`config.mk`:
```
export PLATFORM = sky130hd
export DESIGN_NAME = multi_poly_crc_word_update
export DESIGN_NICKNAME = d
export VERILOG_FILES = /design/src/design/mpcrc_pkg.sv /design/src/design/mpcrc_word_update.sv /design/src/design/multi_poly_crc_word_update.sv
export SDC_FILE = /design/constraint.sdc
export NUM_CORES = 1
export LEC_CHECK = 0
export ABC_AREA = 1
export BUFFER_PORTS_ARGS = -buffer_cell sky130_fd_sc_hd__buf_2
export CAP_MARGIN = 20
export CORE_MARGIN = 3
export CORE_UTILIZATION = 55
export DETAILED_ROUTE_END_ITERATION = 10
export PLACE_DENSITY = 0.78
export SYNTH_ARGS = -nofsm -noshare
export SYNTH_HDL_FRONTEND = slang
export SYNTH_HIERARCHICAL = 1
export SYNTH_SLANG_ARGS = --single-unit
```
`constraint.sdc`:
```
create_clock -name clk -period 8.3 [get_ports clk]
set_input_delay 2.075 -clock clk [delete_from_list [all_inputs] [get_ports clk]]
set_output_delay 2.075 -clock clk [all_outputs]
set_load 0.1 [all_outputs]
```
`src/design/mpcrc_pkg.sv`:
```
// Shared constants and the one-bit LFSR step for the multi-polynomial CRC block.
package mpcrc_pkg;

  // Data word and CRC register widths
  localparam int DATA_W = 8;
  localparam int CRC_W  = 16;
  localparam int SEL_W  = 3;

  // Polynomial selector codes
  localparam logic [SEL_W-1:0] SEL_CRC5      = 3'd0;
  localparam logic [SEL_W-1:0] SEL_CRC8      = 3'd1;
  localparam logic [SEL_W-1:0] SEL_CRC16     = 3'd2;
  localparam logic [SEL_W-1:0] SEL_CRC16_D0  = 3'd3;
  localparam logic [SEL_W-1:0] SEL_CRC16_T15 = 3'd4;
  localparam logic [SEL_W-1:0] SEL_RESET     = SEL_CRC16;

  // Register masks and tap sets
  localparam logic [CRC_W-1:0] MASK_CRC5  = 16'h001F;
  localparam logic [CRC_W-1:0] MASK_CRC8  = 16'h00FF;
  localparam logic [CRC_W-1:0] MASK_CRC16 = 16'hFFFF;
  localparam logic [CRC_W-1:0] TAPS_CRC5  = 16'h0005;
  localparam logic [CRC_W-1:0] TAPS_CRC8  = 16'h0007;
  localparam logic [CRC_W-1:0] TAPS_CRC16 = 16'h1021;
  localparam logic [CRC_W-1:0] TAPS_T15   = 16'h9021;
  localparam logic [CRC_W-1:0] TAPS_D0TOP = 16'h1020;

  // Register mask for a selector
  function automatic logic [CRC_W-1:0] crc_mask(input logic [SEL_W-1:0] sel);
    logic [CRC_W-1:0] m;
    case (sel)
      SEL_CRC5: m = MASK_CRC5;
      SEL_CRC8: m = MASK_CRC8;
      default:  m = MASK_CRC16;
    endcase
    return m;
  endfunction

  // One serial Galois LFSR step, MSB-first data bit d
  function automatic logic [CRC_W-1:0] lfsr_bit(input logic [CRC_W-1:0] r,
                                                 input logic [SEL_W-1:0] sel,
                                                 input logic d);
    logic [CRC_W-1:0] mask;
    logic [CRC_W-1:0] taps;
    logic [CRC_W-1:0] nxt;
    logic             top;
    logic             fb;
    mask = crc_mask(sel);
    case (sel)
      SEL_CRC5: begin
        top  = r[4];
        taps = TAPS_CRC5;
      end
      SEL_CRC8: begin
        top  = r[7];
        taps = TAPS_CRC8;
      end
      default: begin
        top  = r[15];
        taps = TAPS_CRC16;
      end
    endcase
    fb  = top ^ d;
    nxt = {r[CRC_W-2:0], 1'b0} & mask;
    case (sel)
      SEL_CRC16_D0: begin
        // data enters at bit 0 only; upper taps see the top bit alone
        nxt[0] = nxt[0] ^ fb;
        if (top) nxt = nxt ^ TAPS_D0TOP;
      end
      SEL_CRC16_T15: begin
        if (fb) nxt = nxt ^ TAPS_T15;
      end
      default: begin
        if (fb) nxt = nxt ^ taps;
      end
    endcase
    return nxt & mask;
  endfunction

endpackage

```
`src/design/mpcrc_word_update.sv`:
```
// Combinational word update: restart clear, width mask and DATA_W unrolled LFSR steps.
module mpcrc_word_update import mpcrc_pkg::*; (
  input  logic [CRC_W-1:0]  crc_in,
  input  logic [DATA_W-1:0] data_word,
  input  logic              restart,
  input  logic [SEL_W-1:0]  poly_sel,
  output logic [CRC_W-1:0]  crc_out
);

  logic             sel_valid;
  logic [CRC_W-1:0] start_crc;

  assign sel_valid = (poly_sel == SEL_CRC5) || (poly_sel == SEL_CRC8) ||
                     (poly_sel == SEL_CRC16) || (poly_sel == SEL_CRC16_D0) ||
                     (poly_sel == SEL_CRC16_T15);
  assign start_crc = restart ? '0 : crc_in;

  // Shift the word through the LFSR, MSB first; unused selectors skip the shift
  always_comb begin
    logic [CRC_W-1:0] acc;
    acc = start_crc;
    if (sel_valid) begin
      acc = acc & crc_mask(poly_sel);
      for (int i = DATA_W - 1; i >= 0; i--) begin
        acc = lfsr_bit(acc, poly_sel, data_word[i]);
      end
    end
    crc_out = acc;
  end

endmodule

```
`src/design/multi_poly_crc_word_update.sv`:
```
// Top level: input register, word update logic, result register and CRC state.
// An input transfer is held in the input register, then in the result register.
// Throughput: one word per cycle unless the output stalls; the 8-step XOR
// network between the input and result registers sets the clock period.
// Reset (rst_n low, synchronous): CRC state cleared to zero, selector set to
// CRC-16, pipeline emptied.
module multi_poly_crc_word_update import mpcrc_pkg::*; (
  input  logic              clk,
  input  logic              rst_n,
  // configuration
  input  logic              cfg_wr_en,
  input  logic [SEL_W-1:0]  cfg_wr_data,   // poly_select
  // input stream
  input  logic              in_tvalid,
  output logic              in_tready,
  input  logic [DATA_W-1:0] in_tdata,      // [7:0] data_word
  input  logic              in_tuser,      // [0] restart
  // result stream
  output logic              out_tvalid,
  input  logic              out_tready,
  output logic [CRC_W-1:0]  out_tdata      // [15:0] crc_value
);

  logic [SEL_W-1:0]  poly_sel_r;
  logic              s1_valid_r;
  logic [DATA_W-1:0] s1_data_r;
  logic              s1_restart_r;
  logic              out_valid_r;
  logic [CRC_W-1:0]  out_data_r;
  logic [CRC_W-1:0]  crc_state_r;
  logic [CRC_W-1:0]  crc_nxt;
  logic              in_xfer;
  logic              s1_adv;

  // Stage 1 moves on when the result register is empty or being drained
  assign s1_adv    = s1_valid_r && (!out_valid_r || out_tready);
  assign in_tready = !s1_valid_r || s1_adv;
  assign in_xfer   = in_tvalid && in_tready;

  // Configuration register
  always_ff @(posedge clk) begin
    if (!rst_n) begin
      poly_sel_r <= SEL_RESET;
    end else if (cfg_wr_en) begin
      poly_sel_r <= cfg_wr_data;
    end
  end

  // Input register
  always_ff @(posedge clk) begin
    if (!rst_n) begin
      s1_valid_r <= 1'b0;
    end else if (in_tready) begin
      s1_valid_r <= in_tvalid;
    end
  end

  always_ff @(posedge clk) begin
    if (in_xfer) begin
      s1_data_r    <= in_tdata;
      s1_restart_r <= in_tuser;
    end
  end

  mpcrc_word_update u_word_update (
    .crc_in    (crc_state_r),
    .data_word (s1_data_r),
    .restart   (s1_restart_r),
    .poly_sel  (poly_sel_r),
    .crc_out   (crc_nxt)
  );

  // CRC state follows each word as it leaves stage 1
  always_ff @(posedge clk) begin
    if (!rst_n) begin
      crc_state_r <= '0;
    end else if (s1_adv) begin
      crc_state_r <= crc_nxt;
    end
  end

  // Result register
  always_ff @(posedge clk) begin
    if (!rst_n) begin
      out_valid_r <= 1'b0;
    end else if (s1_adv) begin
      out_valid_r <= 1'b1;
    end else if (out_tready) begin
      out_valid_r <= 1'b0;
    end
  end

  always_ff @(posedge clk) begin
    if (s1_adv) begin
      out_data_r <= crc_nxt;
    end
  end

  assign out_tvalid = out_valid_r;
  assign out_tdata  = out_data_r;

`ifndef ASSERT_OFF
  // A held result is always the current CRC state
  a_out_matches_state: assert property (@(posedge clk) disable iff (!rst_n)
    out_valid_r |-> (out_data_r == crc_state_r))
    else $error("result register differs from CRC state");

  // Full pipeline with a stalled output must refuse input
  a_full_backpressure: assert property (@(posedge clk) disable iff (!rst_n)
    (s1_valid_r && out_valid_r && !out_tready) |-> !in_tready)
    else $error("input accepted while pipeline is full and stalled");

  // State changes only when a word leaves stage 1
  a_state_hold: assert property (@(posedge clk) disable iff (!rst_n)
    (!s1_adv && $past(rst_n)) |=> $stable(crc_state_r))
    else $error("CRC state changed without a word");

  // Reset empties the pipeline
  a_reset_empty: assert property (@(posedge clk)
    !rst_n |=> (!s1_valid_r && !out_valid_r))
    else $error("pipeline not empty after reset");
`endif

endmodule

```
==> summary.txt <==
outcome: finished clean
CP Launch Type: flop
post-CTS setup buffer count: 0
total gr overflow: 0
Starting Density: 58.5%
Antenna diodes: 0
Num CTS Buffers: 5
Final period util: 67.3%
H-tree depth: 2
area grow syn2layout: 7.04%
Crit path max-delay family: simple AND/OR/NAND/NOR gates
via count of the routed design: 3944
Flop pwr share: 36.3%
Syn Nets: 581
Post-Route WL: 10.5 mm
Tot GR Track Use: 27.5%
clk buf depth: 2
crit path DAT: 5.78 ns
# hold bufs at CTS: 0
Critical Path End Type: flop
Die W: 89.4 microns
Setup Total Neg Slack: 0 ns
Setup-failing EPs final: 0
worst path required time: 8.50 ns
Synth Register Bits: 46
Buffers on Ports: 34
Avg Cell Area, Syn: 6.78 sq um
critical path class: reg -> reg
layout cells sized above 1: 17.2%
Final min period: 5.59 ns
P per Cell Area: 183 mW/mm^2
ys async rst share: 0%
Cells after Synth: 564
DIE AREA: 0.00798 sq mm
CP most frequent cell: nand2_1
Antenna Nets Post-Route: 0
Post-synth EDFFs: 25
Ports: 35
Slew HR: 50.5%
slowest cell delay on critical path: 0.59 ns
largest net degree at the start of global routing: 34
Clock power frac: 21.3%
PnR Total Power: 750 uW
combinational share of power: 42.4%
met2 usage: 43.8%
Cell Area, Synth: 0.00382 sq mm
filler cell count: 597
nets: 604
Int Power: 425 uW
met3 usage: 3.69%
post-synthesis sequential area ratio: 30.6%
GR peak layer: met2
routed len/inst: 15.8 microns
Iter 0 DRT Violations: 360
Max Clock Freq: 179 MHz
switching share of power: 43.3%
number of core rows: 29
Clock Root Buffer: clkbuf_8
initial antenna violation count: 0
First-pass DRT Iterations: 5
DR vias/cell: 5.93
WHS: 0.489 ns
worst skew pair latency: 0.31 ns
first-pass GRT wire length: 17.2 mm
Final Hold Fails: 0
vias in the first global route: 3559
clk slew on worst S/H paths: 0.09 ns
Slew Limit Fails: 0
grt met1 use: 37.6%
Core Area: 0.00653 sq mm
crit path buf inv count: 2
worst slew pin tran: 0.741 ns
Post-Route Skew: 0.0127 ns
Top FF cell, synth: edfxtp_1
Hold/Removal Path Class: reg -> reg
Critical Path Fanout Max: 26
clk sinks: 46
post-cts resize count: 0
routability cong.: 0.995
Switch Pwr: 325 uW
Leak: 1.89 nW
Residual DRC: 0
chip height: 89.4 microns
synth warn: 6
dpl hpwl: 7.67 mm
max-cap violations: 0
CP max-delay cell: nor2_4
RSZ-0062 raised after global routing: false
CTS tree: yes
Peak supply drop: 0.102 mV
unique cell type count in the Yosys netlist: 37
==> power groups by stage <==
stage                     registers [mW]  clock network, mW  logic (mW)
after global routing               0.274              0.172       0.349
after CTS                          0.272              0.162       0.312
after floorplan                    0.330                  0       0.198
after detailed placement           0.277                  0       0.311
after global placement             0.277                  0       0.306
final                              0.272              0.160       0.318
==> cells in the mapped netlist (2+ instances only) <==
master,n,area (sq um)
a21oi_1,30,150
nand3_1,54,270
o31ai_1,2,15.0
buf_4,8,60.1
o22ai_1,5,31.3
o21ai_1,8,40.0
o221ai_1,2,17.5
nand4_1,5,31.3
buf_6,2,22.5
nor2_4,2,22.5
nor3_1,2,10.0
nand2_4,5,56.3
edfxtp_1,25,751
clkbuf_1,9,33.8
xor2_1,19,166
inv_1,77,289
buf_2,3,15.0
o21ai_0,28,140
dfxtp_1,21,420
nor2_1,67,251
o211ai_1,9,67.6
nand2_1,119,447
o311ai_0,3,26.3
xnor2_1,3,26.3
inv_2,5,18.8
nand2_2,17,106
nand3_2,24,240
==> per-layer routing <==
metal / wire length [microns] / share of wire, %
met5: 0 / 0
met3: 872 / 8.3
met4: 350 / 3.3
met2: 4900 / 46
met1: 4420 / 42
==> per-stage QoR <==
step | instances | cell area (sq um) | setup WS (ns) | utilization, %
after detailed placement | 657 | 3990 | 2.95 | 61.0
after floorplan | 564 | 3820 | 3.32 | -
after global routing | 665 | 4090 | 2.30 | 62.6
after global placement | 657 | 3990 | 3.15 | 61.0
after CTS | 665 | 4090 | 2.89 | 62.6
final | 665 | 4090 | 2.71 | 62.6
==> kinds of logic (layout without fill, tap and decap cells) <==
kind of cell              Yosys count  count (layout)  synth area share, %
AOI/OAI and AO/OA                  93              93                 14.2
xor gates and xnor gates           22              22                 5.04
buffers and inverters             104             128                 11.5
DFF                                46              46                 30.6
muxes                               1               1                0.262
and+or+nand+nor                   298             298                 38.4
==> path summary, 6_finish.rpt <==
path / end / slack [ns] / startpoint / cells past startpoint
min reg2reg: crc_state_r[4]$_SDFFE_PN0P_ / 0.49 / crc_state_r[4]$_SDFFE_PN0P_ / 2
min: crc_state_r[4]$_SDFFE_PN0P_ / 0.49 / crc_state_r[4]$_SDFFE_PN0P_ / 2
max reg2reg: crc_state_r[12]$_SDFFE_PN0P_ / 2.71 / poly_sel_r[1]$_SDFFE_PN1P_ / 46
max: crc_state_r[12]$_SDFFE_PN0P_ / 2.71 / poly_sel_r[1]$_SDFFE_PN1P_ / 46
==> cells in the final DEF, fill, tap and decap left out, drive strengths merged <==
cell	instances
o311ai	3
o211ai	10
buf	38
o2111ai	1
a21oi	30
inv	83
nor3	2
xnor2	3
nand4	5
a41oi	1
o221ai	2
a31oi	1
o31ai	2
xor2	19
dfxtp	21
clkbuf	7
mux2i	1
o21ai	36
nand3	79
o22ai	5
nand2	141
nor2	70
o32ai	1
edfxtp	25
a311oi	1
nand3b	1
==> flip-flops by register name (all words and copies together) (netlist names) <==
| name | count |
|---|---|
| out_tdata | 16 |
| crc_state_r | 16 |
| out_tvalid | 1 |
| s1_data_r | 8 |
| s1_restart_r | 1 |
| s1_valid_r | 1 |
| poly_sel_r | 3 |
==> worst reg2reg max path, delay by kind of cell (launching register included) <==
kind / cells / cell delay [ns]
flops: 1 / 0.34
simple gates: 44 / 4.96
buf+inv: 2 / 0.20
==> final cells by class <==
type | count | area, sq um | area share (%)
Tap cell | 77 | 96.3 | 2.36
Timing Repair Buffer | 38 | 200 | 4.89
Multi-Input combinational cell | 414 | 2210 | 54.1
Inverter | 82 | 308 | 7.53
Clock buffer | 7 | 97.6 | 2.39
Clock inverter | 1 | 6.26 | 0.153
Sequential cell | 46 | 1170 | 28.6
No activity file was read; power rests on OpenSTA's default activity.
